[config.mk]
export PLATFORM = sky130hd
export DESIGN_NAME = toml_quoted_string_decoder
export DESIGN_NICKNAME = d
export VERILOG_FILES = /design/src/tqsd_pkg.sv /design/src/toml_quoted_string_decoder.sv /design/src/tqsd_front.sv /design/src/tqsd_queue.sv /design/src/tqsd_back.sv
export SDC_FILE = /design/constraint.sdc
export NUM_CORES = 1
export LEC_CHECK = 0
export BUFFER_PORTS_ARGS = -buffer_cell sky130_fd_sc_hd__buf_2
export CAP_MARGIN = 20
export CORE_MARGIN = 4
export CORE_UTILIZATION = 40
export CTS_CLUSTER_SIZE = 28
export DETAILED_ROUTE_END_ITERATION = 8
export RECOVER_POWER = 25
export SETUP_SLACK_MARGIN = 0.2
export SLEW_MARGIN = 10
export SYNTH_ARGS = -nofsm -noshare
export SYNTH_HDL_FRONTEND = slang
export SYNTH_SLANG_ARGS = --single-unit
[constraint.sdc]
create_clock -name clk -period 7.89 [get_ports clk]
set_clock_uncertainty 0.15 [all_clocks]
set_input_delay 1.1835 -clock clk [delete_from_list [all_inputs] [get_ports clk]]
set_output_delay 1.1835 -clock clk [all_outputs]
set_load 0.01 [all_outputs]
[src/tqsd_pkg.sv]
// tqsd_pkg: shared types and constants for the toml quoted string decoder
// depends on nothing; used by every module of the decoder
`default_nettype none

package tqsd_pkg;

  // decoder phase
  typedef enum logic [2:0] {
    PH_IDLE  = 3'd0,
    PH_OPEN1 = 3'd1,
    PH_OPEN2 = 3'd2,
    PH_BODY  = 3'd3,
    PH_ESC   = 3'd4,
    PH_HEX   = 3'd5
  } phase_t;

  // result kinds
  typedef enum logic [1:0] {
    K_CONTENT = 2'd0,
    K_CLOSED  = 2'd1,
    K_ERROR   = 2'd2,
    K_OTHER   = 2'd3
  } kind_t;

  localparam int MaxRes   = 4;
  localparam int ResIdxW  = $clog2(MaxRes);
  localparam int ResCntW  = $clog2(MaxRes + 1);
  localparam int QDepth   = 4;
  localparam int QPtrW    = $clog2(QDepth);
  localparam int QCntW    = $clog2(QDepth + 1);

  // character codes
  localparam logic [7:0] CH_NUL    = 8'h00;
  localparam logic [7:0] CH_DQUOTE = 8'h22;
  localparam logic [7:0] CH_SQUOTE = 8'h27;
  localparam logic [7:0] CH_BSLASH = 8'h5C;
  localparam logic [7:0] CH_NL     = 8'h0A;
  localparam logic [7:0] CH_B      = 8'h62;
  localparam logic [7:0] CH_T      = 8'h74;
  localparam logic [7:0] CH_N      = 8'h6E;
  localparam logic [7:0] CH_F      = 8'h66;
  localparam logic [7:0] CH_R      = 8'h72;
  localparam logic [7:0] CH_LU     = 8'h75;
  localparam logic [7:0] CH_UU     = 8'h55;

  // decoded escape values
  localparam logic [7:0] ESC_BS = 8'h08;
  localparam logic [7:0] ESC_HT = 8'h09;
  localparam logic [7:0] ESC_LF = 8'h0A;
  localparam logic [7:0] ESC_FF = 8'h0C;
  localparam logic [7:0] ESC_CR = 8'h0D;

  // code point limits
  localparam logic [31:0] CP_MAX1    = 32'h0000_007F;
  localparam logic [31:0] CP_MAX2    = 32'h0000_07FF;
  localparam logic [31:0] CP_SUR_LO  = 32'h0000_D800;
  localparam logic [31:0] CP_SUR_HI  = 32'h0000_DFFF;
  localparam logic [31:0] CP_MAX3    = 32'h0000_FFFF;
  localparam logic [31:0] CP_MAX4    = 32'h0010_FFFF;

  // up to four results caused by one input byte
  typedef struct packed {
    logic [ResCntW-1:0]         cnt;
    logic [MaxRes-1:0][1:0]     kinds;
    logic [MaxRes-1:0][7:0]     data;
  } cmd_t;

endpackage

`default_nettype wire

[src/toml_quoted_string_decoder.sv]
// toml_quoted_string_decoder: top level of the toml quoted string decoder
// depends on tqsd_pkg, tqsd_front, tqsd_queue, tqsd_back
//
//   channel   signals                       width
//   input     in_valid in_ready in_byte     8
//   output    out_valid out_ready           out_byte 8, kind 2, last 1
//
// the front takes one byte per cycle while the queue has room; each byte
// makes zero to four results that the back sends one per cycle while out_ready
// is high. the first result of a byte is offered the cycle after its transfer
// when the queue was empty. the four-entry queue of result groups lets the
// front keep taking bytes while the back is stalled.
// rst is synchronous and clears phase, queue pointers and output position.
`default_nettype none

module toml_quoted_string_decoder (
  input  wire logic        clk,
  input  wire logic        rst,
  input  wire logic        in_valid,
  output logic             in_ready,
  input  wire logic [7:0]  in_byte,
  output logic             out_valid,
  input  wire logic        out_ready,
  output logic [7:0]       out_byte,
  output logic [1:0]       kind,
  output logic             last
);

  tqsd_pkg::cmd_t cmd;
  tqsd_pkg::cmd_t head;
  logic           cmd_push;
  logic           q_full;
  logic           q_not_empty;
  logic           q_pop;

  assign in_ready = !q_full;

  // front: byte classification and decoding
  tqsd_front u_front (
    .clk      (clk),
    .rst      (rst),
    .in_fire  (in_valid && in_ready),
    .in_byte  (in_byte),
    .cmd      (cmd),
    .cmd_push (cmd_push)
  );

  // queue of result groups
  tqsd_queue u_queue (
    .clk       (clk),
    .rst       (rst),
    .push      (cmd_push),
    .push_cmd  (cmd),
    .full      (q_full),
    .pop       (q_pop),
    .not_empty (q_not_empty),
    .head      (head)
  );

  // back: result transfers
  tqsd_back u_back (
    .clk        (clk),
    .rst        (rst),
    .head_valid (q_not_empty),
    .head       (head),
    .head_pop   (q_pop),
    .out_valid  (out_valid),
    .out_ready  (out_ready),
    .out_byte   (out_byte),
    .kind       (kind),
    .last       (last)
  );

endmodule

`default_nettype wire

[src/tqsd_front.sv]
// tqsd_front: accepts text bytes, runs the string state machine and builds
// at most one result group per byte; depends on tqsd_pkg
`default_nettype none

module tqsd_front (
  input  wire logic            clk,
  input  wire logic            rst,
  input  wire logic            in_fire,
  input  wire logic [7:0]      in_byte,
  output tqsd_pkg::cmd_t       cmd,
  output logic                 cmd_push
);

  tqsd_pkg::phase_t phase, phase_next;
  logic        is_basic, is_basic_next;
  logic        is_ml, is_ml_next;
  logic [1:0]  pending, pending_next;
  logic [31:0] acc, acc_next;
  logic [3:0]  hex_left, hex_left_next;

  // append one result to a group
  function automatic tqsd_pkg::cmd_t cmd_add(tqsd_pkg::cmd_t c, logic [7:0] d,
                                             tqsd_pkg::kind_t k);
    tqsd_pkg::cmd_t r;
    r = c;
    r.data[c.cnt[tqsd_pkg::ResIdxW-1:0]]  = d;
    r.kinds[c.cnt[tqsd_pkg::ResIdxW-1:0]] = k;
    r.cnt = c.cnt + tqsd_pkg::ResCntW'(1);
    return r;
  endfunction

  // state registers
  always_ff @(posedge clk) begin
    if (rst) begin
      phase    <= tqsd_pkg::PH_IDLE;
      is_basic <= 1'b0;
      is_ml    <= 1'b0;
      pending  <= 2'd0;
      acc      <= 32'd0;
      hex_left <= 4'd0;
    end else if (in_fire) begin
      phase    <= phase_next;
      is_basic <= is_basic_next;
      is_ml    <= is_ml_next;
      pending  <= pending_next;
      acc      <= acc_next;
      hex_left <= hex_left_next;
    end
  end

  logic [7:0]  c;
  logic [7:0]  q;
  logic        body_go;
  logic        body_ml;
  logic        body_rest;
  logic        go_idle;
  logic        hex_ok;
  logic [3:0]  hex_val;
  logic [31:0] cp;

  assign c = in_byte;
  assign q = is_basic ? tqsd_pkg::CH_DQUOTE : tqsd_pkg::CH_SQUOTE;

  // hex digit decode
  always_comb begin
    hex_ok  = 1'b1;
    hex_val = 4'd0;
    case (c) inside
      [8'h30:8'h39]: hex_val = 4'(c - 8'h30);
      [8'h61:8'h66]: hex_val = 4'(c - 8'h57);
      [8'h41:8'h46]: hex_val = 4'(c - 8'h37);
      default:       hex_ok  = 1'b0;
    endcase
  end

  assign cp = {acc[27:0], hex_val};

  // next state and result group
  always_comb begin
    phase_next    = phase;
    is_basic_next = is_basic;
    is_ml_next    = is_ml;
    pending_next  = pending;
    acc_next      = acc;
    hex_left_next = hex_left;
    cmd           = '0;
    body_go       = 1'b0;
    body_ml       = is_ml;
    body_rest     = 1'b0;
    go_idle       = 1'b0;

    case (phase)
      tqsd_pkg::PH_OPEN1: begin
        if (c == q) begin
          phase_next = tqsd_pkg::PH_OPEN2;
        end else begin
          phase_next = tqsd_pkg::PH_BODY;
          is_ml_next = 1'b0;
          body_go    = 1'b1;
          body_ml    = 1'b0;
        end
      end
      tqsd_pkg::PH_OPEN2: begin
        if (c == q) begin
          phase_next   = tqsd_pkg::PH_BODY;
          is_ml_next   = 1'b1;
          pending_next = 2'd0;
        end else begin
          cmd     = cmd_add(cmd, 8'h00, tqsd_pkg::K_CLOSED);
          cmd     = cmd_add(cmd, c, tqsd_pkg::K_OTHER);
          go_idle = 1'b1;
        end
      end
      tqsd_pkg::PH_BODY: begin
        body_go = 1'b1;
      end
      tqsd_pkg::PH_ESC: begin
        phase_next = tqsd_pkg::PH_BODY;
        case (c)
          tqsd_pkg::CH_B:      cmd = cmd_add(cmd, tqsd_pkg::ESC_BS, tqsd_pkg::K_CONTENT);
          tqsd_pkg::CH_T:      cmd = cmd_add(cmd, tqsd_pkg::ESC_HT, tqsd_pkg::K_CONTENT);
          tqsd_pkg::CH_N:      cmd = cmd_add(cmd, tqsd_pkg::ESC_LF, tqsd_pkg::K_CONTENT);
          tqsd_pkg::CH_F:      cmd = cmd_add(cmd, tqsd_pkg::ESC_FF, tqsd_pkg::K_CONTENT);
          tqsd_pkg::CH_R:      cmd = cmd_add(cmd, tqsd_pkg::ESC_CR, tqsd_pkg::K_CONTENT);
          tqsd_pkg::CH_DQUOTE: cmd = cmd_add(cmd, c, tqsd_pkg::K_CONTENT);
          tqsd_pkg::CH_BSLASH: cmd = cmd_add(cmd, c, tqsd_pkg::K_CONTENT);
          tqsd_pkg::CH_LU: begin
            phase_next    = tqsd_pkg::PH_HEX;
            hex_left_next = 4'd4;
            acc_next      = 32'd0;
          end
          tqsd_pkg::CH_UU: begin
            phase_next    = tqsd_pkg::PH_HEX;
            hex_left_next = 4'd8;
            acc_next      = 32'd0;
          end
          default: begin
            cmd     = cmd_add(cmd, 8'h00, tqsd_pkg::K_ERROR);
            go_idle = 1'b1;
          end
        endcase
      end
      tqsd_pkg::PH_HEX: begin
        if (!hex_ok || hex_left == 4'd0) begin
          cmd     = cmd_add(cmd, 8'h00, tqsd_pkg::K_ERROR);
          go_idle = 1'b1;
        end else begin
          acc_next      = cp;
          hex_left_next = hex_left - 4'd1;
          if (hex_left == 4'd1) begin
            phase_next = tqsd_pkg::PH_BODY;
            // utf-8 encode the finished code point; surrogates and values above 10FFFF are errors
            if (cp <= tqsd_pkg::CP_MAX1) begin
              cmd = cmd_add(cmd, cp[7:0], tqsd_pkg::K_CONTENT);
            end else if (cp <= tqsd_pkg::CP_MAX2) begin
              cmd = cmd_add(cmd, {3'b110, cp[10:6]}, tqsd_pkg::K_CONTENT);
              cmd = cmd_add(cmd, {2'b10, cp[5:0]}, tqsd_pkg::K_CONTENT);
            end else if (cp >= tqsd_pkg::CP_SUR_LO && cp <= tqsd_pkg::CP_SUR_HI) begin
              cmd     = cmd_add(cmd, 8'h00, tqsd_pkg::K_ERROR);
              go_idle = 1'b1;
            end else if (cp <= tqsd_pkg::CP_MAX3) begin
              cmd = cmd_add(cmd, {4'b1110, cp[15:12]}, tqsd_pkg::K_CONTENT);
              cmd = cmd_add(cmd, {2'b10, cp[11:6]}, tqsd_pkg::K_CONTENT);
              cmd = cmd_add(cmd, {2'b10, cp[5:0]}, tqsd_pkg::K_CONTENT);
            end else if (cp <= tqsd_pkg::CP_MAX4) begin
              cmd = cmd_add(cmd, {5'b11110, cp[20:18]}, tqsd_pkg::K_CONTENT);
              cmd = cmd_add(cmd, {2'b10, cp[17:12]}, tqsd_pkg::K_CONTENT);
              cmd = cmd_add(cmd, {2'b10, cp[11:6]}, tqsd_pkg::K_CONTENT);
              cmd = cmd_add(cmd, {2'b10, cp[5:0]}, tqsd_pkg::K_CONTENT);
            end else begin
              cmd     = cmd_add(cmd, 8'h00, tqsd_pkg::K_ERROR);
              go_idle = 1'b1;
            end
          end
        end
      end
      default: begin
        // idle: wait for an opening quote; other bytes are handed back as other
        if (c == tqsd_pkg::CH_DQUOTE || c == tqsd_pkg::CH_SQUOTE) begin
          phase_next    = tqsd_pkg::PH_OPEN1;
          is_basic_next = (c == tqsd_pkg::CH_DQUOTE);
          is_ml_next    = 1'b0;
          pending_next  = 2'd0;
          acc_next      = 32'd0;
          hex_left_next = 4'd0;
        end else begin
          cmd     = cmd_add(cmd, c, tqsd_pkg::K_OTHER);
          go_idle = 1'b1;
        end
      end
    endcase

    // string body byte
    if (body_go) begin
      if (body_ml) begin
        if (c == q) begin
          if (pending >= 2'd2) begin
            cmd     = cmd_add(cmd, 8'h00, tqsd_pkg::K_CLOSED);
            go_idle = 1'b1;
          end else begin
            pending_next = pending + 2'd1;
          end
        end else begin
          // release held quotes as content
          if (pending >= 2'd1) cmd = cmd_add(cmd, q, tqsd_pkg::K_CONTENT);
          if (pending >= 2'd2) cmd = cmd_add(cmd, q, tqsd_pkg::K_CONTENT);
          pending_next = 2'd0;
          body_rest    = 1'b1;
        end
      end else begin
        if (c == q) begin
          cmd     = cmd_add(cmd, 8'h00, tqsd_pkg::K_CLOSED);
          go_idle = 1'b1;
        end else if (c == tqsd_pkg::CH_NL) begin
          cmd     = cmd_add(cmd, 8'h00, tqsd_pkg::K_ERROR);
          go_idle = 1'b1;
        end else begin
          body_rest = 1'b1;
        end
      end
      if (body_rest) begin
        if (c == tqsd_pkg::CH_NUL) begin
          cmd     = cmd_add(cmd, 8'h00, tqsd_pkg::K_ERROR);
          go_idle = 1'b1;
        end else if (is_basic && c == tqsd_pkg::CH_BSLASH) begin
          phase_next = tqsd_pkg::PH_ESC;
        end else begin
          cmd = cmd_add(cmd, c, tqsd_pkg::K_CONTENT);
        end
      end
    end

    // early end inside an escape
    if (phase == tqsd_pkg::PH_ESC && c == tqsd_pkg::CH_NUL) begin
      cmd     = '0;
      cmd     = cmd_add(cmd, 8'h00, tqsd_pkg::K_ERROR);
      go_idle = 1'b1;
    end

    // return to idle with state cleared
    if (go_idle) begin
      phase_next    = tqsd_pkg::PH_IDLE;
      is_basic_next = 1'b0;
      is_ml_next    = 1'b0;
      pending_next  = 2'd0;
      acc_next      = 32'd0;
      hex_left_next = 4'd0;
    end
  end

  assign cmd_push = in_fire && (cmd.cnt != '0);

endmodule

`default_nettype wire

[src/tqsd_queue.sv]
// tqsd_queue: short queue of result groups between front and back
// depends on tqsd_pkg
`default_nettype none

module tqsd_queue (
  input  wire logic           clk,
  input  wire logic           rst,
  input  wire logic           push,
  input  wire tqsd_pkg::cmd_t push_cmd,
  output logic                full,
  input  wire logic           pop,
  output logic                not_empty,
  output tqsd_pkg::cmd_t      head
);

  tqsd_pkg::cmd_t                 slots [tqsd_pkg::QDepth];
  logic [tqsd_pkg::QPtrW-1:0]     wr_ptr;
  logic [tqsd_pkg::QPtrW-1:0]     rd_ptr;
  logic [tqsd_pkg::QCntW-1:0]     count;

  assign full      = (count == tqsd_pkg::QCntW'(tqsd_pkg::QDepth));
  assign not_empty = (count != '0);
  assign head      = slots[rd_ptr];

  // storage
  always_ff @(posedge clk) begin
    if (push) begin
      slots[wr_ptr] <= push_cmd;
    end
  end

  // pointers and fill count
  always_ff @(posedge clk) begin
    if (rst) begin
      wr_ptr <= '0;
      rd_ptr <= '0;
      count  <= '0;
    end else begin
      if (push) wr_ptr <= wr_ptr + tqsd_pkg::QPtrW'(1);
      if (pop)  rd_ptr <= rd_ptr + tqsd_pkg::QPtrW'(1);
      if (push && !pop) begin
        count <= count + tqsd_pkg::QCntW'(1);
      end else if (pop && !push) begin
        count <= count - tqsd_pkg::QCntW'(1);
      end
    end
  end

endmodule

`default_nettype wire

[src/tqsd_back.sv]
// tqsd_back: walks the head result group and hands out one result per transfer
// depends on tqsd_pkg
`default_nettype none

module tqsd_back (
  input  wire logic           clk,
  input  wire logic           rst,
  input  wire logic           head_valid,
  input  wire tqsd_pkg::cmd_t head,
  output logic                head_pop,
  output logic                out_valid,
  input  wire logic           out_ready,
  output logic [7:0]          out_byte,
  output logic [1:0]          kind,
  output logic                last
);

  logic [tqsd_pkg::ResIdxW-1:0] idx;
  logic                         out_fire;

  assign out_valid = head_valid;
  assign out_fire  = out_valid && out_ready;
  assign out_byte  = head.data[idx];
  assign kind      = head.kinds[idx];
  assign last      = (tqsd_pkg::ResCntW'(idx) + tqsd_pkg::ResCntW'(1) == head.cnt);
  assign head_pop  = out_fire && last;

  // position within the head group
  always_ff @(posedge clk) begin
    if (rst) begin
      idx <= '0;
    end else if (out_fire) begin
      idx <= last ? '0 : idx + tqsd_pkg::ResIdxW'(1);
    end
  end

endmodule

`default_nettype wire

# Word level (Yosys, flattened, before mapping)
# Memory sizes are Yosys's and may differ from the RTL's. A register that Yosys moved wholly into a read port is not among the register bits.
# Index checks and enable logic that the tools add are counted.
dict set report word_totals {
  word_cells 257
  register_bits 48
  input_bits 12
  out_inout_bits 13
  memories 1
  ram_bits 172
}
dict set report classes {
  n_mux 124
  add_sub_neg 14
  n_bitwise 19
  n_lt_le_gt_ge 21
  reduce_logical 41
  n_eq_ne 27
}
# memory depth word_bits read_ports rd_clocked_by_memory_dff write_ports line_no
set memory_table {}
lappend memory_table {u_queue.slots 4 43 1 1 1 tqsd_queue.sv:16} ;# tqsd_pkg::cmd_t slots [tqsd_pkg::QDepth];
# cell n
set ops {}
lappend ops {{$mux 43} 23}
lappend ops {{$pmux 41 s7} 1}
lappend ops {{$pmux 43 s4} 1}
lappend ops {{$mux 28} 4}
lappend ops {{$bwmux 32} 3}
lappend ops {{$pmux 28 s3} 1}
lappend ops {{$and 32x32->32} 2}
lappend ops {{$eq 8x7->1 const B} 8}
lappend ops {{$le 32x16->1 const B} 2}
lappend ops {{$not 32->32} 2}
lappend ops {{$demux 8 s2} 3}
lappend ops {{$mux 42} 1}
lappend ops {{$mux 41} 1}
lappend ops {{$mux 3} 13}
lappend ops {{$mux 1} 37}
lappend ops {{$ge 32x16->1 const B} 1}
lappend ops {{$le 32x11->1 const B} 1}
lappend ops {{$le 32x21->1 const B} 1}
lappend ops {{$le 32x7->1 const B} 1}
lappend ops {{$mux 8} 4}
lappend ops {{$mux 2} 14}
lappend ops {{$and 8x8->8} 3}
lappend ops {{$mux 4} 6}
lappend ops {{$not 8->8} 3}
lappend ops {{54 further kinds} 110}

# Logic depth before layout (Yosys ltp)
dict set report logic_depth {
  depth_word 51
  ltp_mapped 28
  depth_no_buf 27
}

# Cells and area by module
# From an unflattened synthesis, not the netlist that was laid out.
dict set report hier_totals {
  hier_cells 969
  hier_area_um2 11762.5
}
# mod cells_each seq_area_each_um2 instances area_per_inst_um2
set modules_own_cells {}
lappend modules_own_cells {tqsd_queue 269 5345.1 1 6690.2}
lappend modules_own_cells {tqsd_front 667 780.7 1 4660.7}
lappend modules_own_cells {tqsd_back 31 40.0 1 401.6}
lappend modules_own_cells {toml_quoted_string_decoder 2 0.0 1 10.0}

# Worst setup path before layout
# OpenSTA, ideal clock, no wires.
dict set report synth_path {
  path_type {input to register}
  from {input port in_byte[0]}
  to {register u_queue.count[2] (netlist bit)}
  n_path_buf 1
  setup_slack_ns 1.191
  required_time_ns 7.670
  cell_stages 28
  arrival_time_ns 6.479
  setup_ns 0.070
  path_cell_list {clkbuf_1 -> inv_1 -> ha_1 -> or3b_2 -> nand4_1 -> a211o_1 -> a21oi_2 -> a21oi_2 -> ha_1 -> nor2_1 -> a21oi_1 -> ha_1 -> nand3_1 -> a21oi_1 -> a31oi_1 -> o21ai_0 -> ha_1 -> nand2_1 -> nor3_1 -> a211o_1 -> and4_4 -> o31a_4 -> ha_1 -> inv_1 -> fa_1 -> xor2_1 -> or3_1 -> a21oi_1}
}
# element line_no
set synth_lines {}
lappend synth_lines {{from (decl)} toml_quoted_string_decoder.sv:21} ;# input wire logic [7:0] in_byte,
lappend synth_lines {{to (signal assigned)} tqsd_queue.sv:42} ;# count <= count + tqsd_pkg::QCntW'(1);
lappend synth_lines {{to (signal assigned)} tqsd_queue.sv:44} ;# count <= count - tqsd_pkg::QCntW'(1);
lappend synth_lines {{to (decl)} tqsd_queue.sv:19} ;# logic [tqsd_pkg::QCntW-1:0] count;

==> impl_summary.log <==
[metrics] vias in the first global route: 7820
[metrics] Clk pin slew, worst setup/hold paths: 0.06 ns
[metrics] count of endpoints failing hold in the final timing report: 0
[metrics] launch instance of the worst register-to-register path: u_front.acc[13]
[metrics] number of distinct library cells after synthesis: 94
[metrics] primary flip-flop cell chosen by synthesis mapping: sky130_fd_sc_hd__edfxtp_1
[metrics] ports placed on the boundary: 25
[metrics] layout overhead on the synthesized area: 10.00%
[metrics] Worst Tran Pin Value: 3.646 ns
[metrics] Pwr per Cell Area: 244.8 mW/mm2
[metrics] post-route setup TNS: 0 ns
[metrics] mean post-synth cell area: 12.03 um2
[metrics] relative slew slack: -1.431
[metrics] cell count of the worst reg-to-reg path: 26
[metrics] area share of the largest cell type after synthesis: 0.4493
[metrics] total global routing track utilization: 0.1825
[metrics] proportion of layout cells with a drive suffix above 1: 0.1486
[metrics] Most common cell on crit path: sky130_fd_sc_hd__ha_1
[metrics] Routed Antenna Nets: 0
[metrics] hold path depth: 2
[metrics] via/cell ratio: 5.907
[metrics] hold-fix buffers at CTS: 0
[metrics] clock share of power: 0.367
[metrics] number of flops mapped to enable cells by yosys: 172
[metrics] number of H-tree branching levels: 1
[metrics] synthesized netlist cell count: 956
[metrics] post-DP HPWL: 19310 um
[metrics] final cycle utilization of the critical path: 0.8932
[metrics] hold worst-path end: u_front.acc[22]
[metrics] final weighted congestion in routability-driven placement: 0.9393
[metrics] sum of overflow across all layers after global routing: 0
[metrics] Period minus WS final: 7.047 ns
[metrics] Yosys warning count: 0
[metrics] post-cts sizing count: 0
[metrics] Fmax: 141.9 MHz
[metrics] unrepaired setup endpoints after global routing: no
[metrics] leakage component of the power: 4.054 nW
[metrics] wire length of the first global-routing pass: 45240 um
[metrics] initial antenna violation count: 0
[metrics] capture point of the worst reg-to-reg path: u_queue.count[2]
[metrics] maximum number of pins on one net before global-route repair: 65
[metrics] critical path endpoint category: flip-flop
[metrics] peak supply drop: 0.1518 mV
[metrics] netlist area before placement: 0.01150 mm2
[metrics] Reg power frac: 0.454
[metrics] total number of nets in the final design: 997
[metrics] startpoint type of the worst setup path: input pin
[metrics] R2R Setup Slk: 1.37 ns
[metrics] sw frac: 0.2557
[metrics] number of iterations in the first detailed-routing pass: 6
[metrics] DRC violations left: 0
[metrics] Die Wd: 177.5 um
[metrics] total of endpoints with negative setup slack in the final report: 0
[metrics] cells taking the most area after synthesis: sky130_fd_sc_hd__edfxtp_1 45%, sky130_fd_sc_hd__mux4_2 10%, sky130_fd_sc_hd__dfxtp_1 8.7%, sky130_fd_sc_hd__nand2_1 3.1%, sky130_fd_sc_hd__ha_1 2.8%
[metrics] max-cap violation count: 2
[metrics] clock sink count: 222
[metrics] Port Buffers: 24
[metrics] clock tree from TritonCTS: done
[metrics] sum of routed wire length over all layers: 28650 um
[metrics] slowest CP cell: sky130_fd_sc_hd__or3b_2
[metrics] ys async rst share: 0
[metrics] hold crit path type: flip-flop to flip-flop
[metrics] critical path data required time: 8.17 ns
[metrics] Setup Fix Bufs, Post-CTS: 0
[metrics] dominant cell type by area after synthesis: sky130_fd_sc_hd__edfxtp_1
[metrics] flops & latches, synth: 222
[metrics] floorplan die area: 0.03152 mm2
[metrics] data arrival at the endpoint of the critical path: 7.32 ns
[metrics] final non-filler cell area: 0.01265 mm2
[metrics] placed cell area: 0.01189 mm2
[metrics] number of DRC markers after the initial detailed-route iteration: 873
[metrics] Clk Tree Root Cell: sky130_fd_sc_hd__clkbuf_16
[metrics] Pins Over Slew Limit: 109
[metrics] kind of critical path: input pin to flip-flop
[metrics] combinational group share of total power: 0.179
[metrics] slowest stage delay, CP: 0.46 ns
[metrics] NetSw: 0.7917 mW
[metrics] violations in the final reports: max-capacitance violations, max-slew violations
[metrics] per-cell routed wire length: 21.16 um
[metrics] maximum number of buffers from clock root to sink: 3
[metrics] via count: 7998
[metrics] WHS: 0.3269 ns
[metrics] insertion delay to the later sink of the worst-skew pair: 0.51 ns
[metrics] hold wc startpoint: u_front.acc[18]
[metrics] number of antenna repair diodes: 0
[metrics] outcome: finished, violations left
[metrics] number of buffers created by CTS: 24
[metrics] cell-internal power: 2.304 mW
[metrics] nets in the synthesized netlist: 995
[metrics] portion of the post-synthesis area used by sequential elements: 0.5364
[metrics] Starting Density: 0.4093
[metrics] Die H: 177.5 um
[metrics] count of standard-cell rows: 61
[metrics] Critical Path Fanout Max: 10
[metrics] core region area: 0.02809 mm2
[worst max path at each step]
stage,slack (ns),end,startpoint
after global placement,0.74,u_queue.count[2],in_byte[1]
after global routing,0.35,u_queue.count[2],in_byte[1]
after floorplan,1.19,u_queue.count[2],in_byte[0]
after detailed placement,0.59,u_queue.count[2],in_byte[1]
final,0.84,u_queue.count[2],in_byte[1]
after CTS,1.09,u_queue.count[2],in_byte[1]
[flip-flops by register name (all words and copies together), names as in the netlist, named ones only]
name / count
u_front.acc: 28
u_front.is_ml: 1
u_queue.slots: 172
u_front.is_basic: 1
u_front.hex_left: 4
u_queue.rd_ptr: 2
u_back.idx: 2
u_front.pending: 2
u_queue.count: 3
u_front.phase: 3
u_queue.wr_ptr: 2
[final cells by class]
class / instances / area (um2)
Sequential cell: 222 / 6168
Inverter: 19 / 71.32
Fill cell: 2629 / 15440
Tap cell: 378 / 473.0
Clock inverter: 17 / 180.2
Clock buffer: 27 / 633.1
Timing Repair Buffer: 41 / 219.0
Multi-Input combinational cell: 650 / 4901
[cells by family after synthesis]
group / synth area share
AND/OR/NAND/NOR: 0.1428
multiplexers: 0.1113
XOR/XNOR: 0.01067
AO/OA/AOI/OAI: 0.1335
flip-flops: 0.5364
adder cells (fa/ha/maj): 0.03004
buffers and inverters: 0.03526
[stage by stage]
step                setup slack [ns]  power (mW)  instances    util
detailed placement            0.5925       2.004       1310  0.4232
global placement              0.7389       1.992       1310  0.4232
CTS                            1.091       3.145       1354  0.4521
global route                  0.3532       3.248       1354  0.4502
finish                        0.8428       3.096       1354  0.4502
floorplan                      1.191       1.838        956       -
[cells in the mapped netlist (7+ instances only)]
master                       n
sky130_fd_sc_hd__dfxtp_1    50
sky130_fd_sc_hd__a21oi_1    56
sky130_fd_sc_hd__buf_2       7
sky130_fd_sc_hd__a31oi_1     8
sky130_fd_sc_hd__mux4_2     53
sky130_fd_sc_hd__nand3_1    17
sky130_fd_sc_hd__a22oi_1    15
sky130_fd_sc_hd__nor2_1     78
sky130_fd_sc_hd__nor3_1     20
sky130_fd_sc_hd__inv_1      19
sky130_fd_sc_hd__nand2_1    94
sky130_fd_sc_hd__nand4_1     8
sky130_fd_sc_hd__or3_1       7
sky130_fd_sc_hd__o22ai_1     7
sky130_fd_sc_hd__ha_1       26
sky130_fd_sc_hd__edfxtp_1  172
sky130_fd_sc_hd__clkbuf_1   42
sky130_fd_sc_hd__and3_1     11
sky130_fd_sc_hd__xor2_1      9
sky130_fd_sc_hd__nand3b_1   33
sky130_fd_sc_hd__o21ai_0    65
[layer usage]
metal / wire length (um) / vias to the layer above / part of all wire / GRT usage
met4: 889 / 0 / 0.031 / 0.05640
met5: 0 / - / 0 / 0
met2: 12990 / 299 / 0.45 / 0.2815
met1: 12930 / 3942 / 0.45 / 0.2649
met3: 1830 / 80 / 0.064 / 0.03174
li1: - / 3677 / - / -
[critical path: cells and delay by family]
family	cells	cell delay, ns
adder cells (fa/ha/maj)	6	1.58
buffers and inverters	4	0.81
AO/OA/AOI/OAI	10	2.21
AND/OR/NAND/NOR	8	1.45
XOR/XNOR	1	0.07
[placed cells by master, fill, tap and decap left out, types with 6 or more instances in the layout]
master                        n
sky130_fd_sc_hd__edfxtp_1   172
sky130_fd_sc_hd__nand2_1     94
sky130_fd_sc_hd__nor2_1      78
sky130_fd_sc_hd__o21ai_0     65
sky130_fd_sc_hd__a21oi_1     56
sky130_fd_sc_hd__mux4_2      53
sky130_fd_sc_hd__dfxtp_1     48
sky130_fd_sc_hd__nand3b_1    33
sky130_fd_sc_hd__ha_1        26
sky130_fd_sc_hd__clkbuf_16   25
sky130_fd_sc_hd__nor3_1      20
sky130_fd_sc_hd__inv_1       19
sky130_fd_sc_hd__clkbuf_1    19
sky130_fd_sc_hd__nand3_1     17
sky130_fd_sc_hd__a22oi_1     15
sky130_fd_sc_hd__buf_4       14
sky130_fd_sc_hd__and3_1      11
sky130_fd_sc_hd__buf_2       10
sky130_fd_sc_hd__xor2_1       9
sky130_fd_sc_hd__nand4_1      8
sky130_fd_sc_hd__a31oi_1      8
sky130_fd_sc_hd__or3_1        7
sky130_fd_sc_hd__o22ai_1      7
sky130_fd_sc_hd__and2_2       6
sky130_fd_sc_hd__o31ai_1      6
sky130_fd_sc_hd__and2_1       6
sky130_fd_sc_hd__a22o_1       6
sky130_fd_sc_hd__mux2i_1      6
[power by group through the flow]
stage | combinational, mW | clock [mW] | sequential [mW]
4_1_cts | 0.574 | 1.16 | 1.41
3_5_place_dp | 0.573 | 0 | 1.43
2_1_floorplan | 0.419 | 0 | 1.42
5_1_grt | 0.618 | 1.22 | 1.41
3_3_place_gp | 0.564 | 0 | 1.43
6_report | 0.555 | 1.14 | 1.40
No activity file was read; power rests on OpenSTA's default activity.
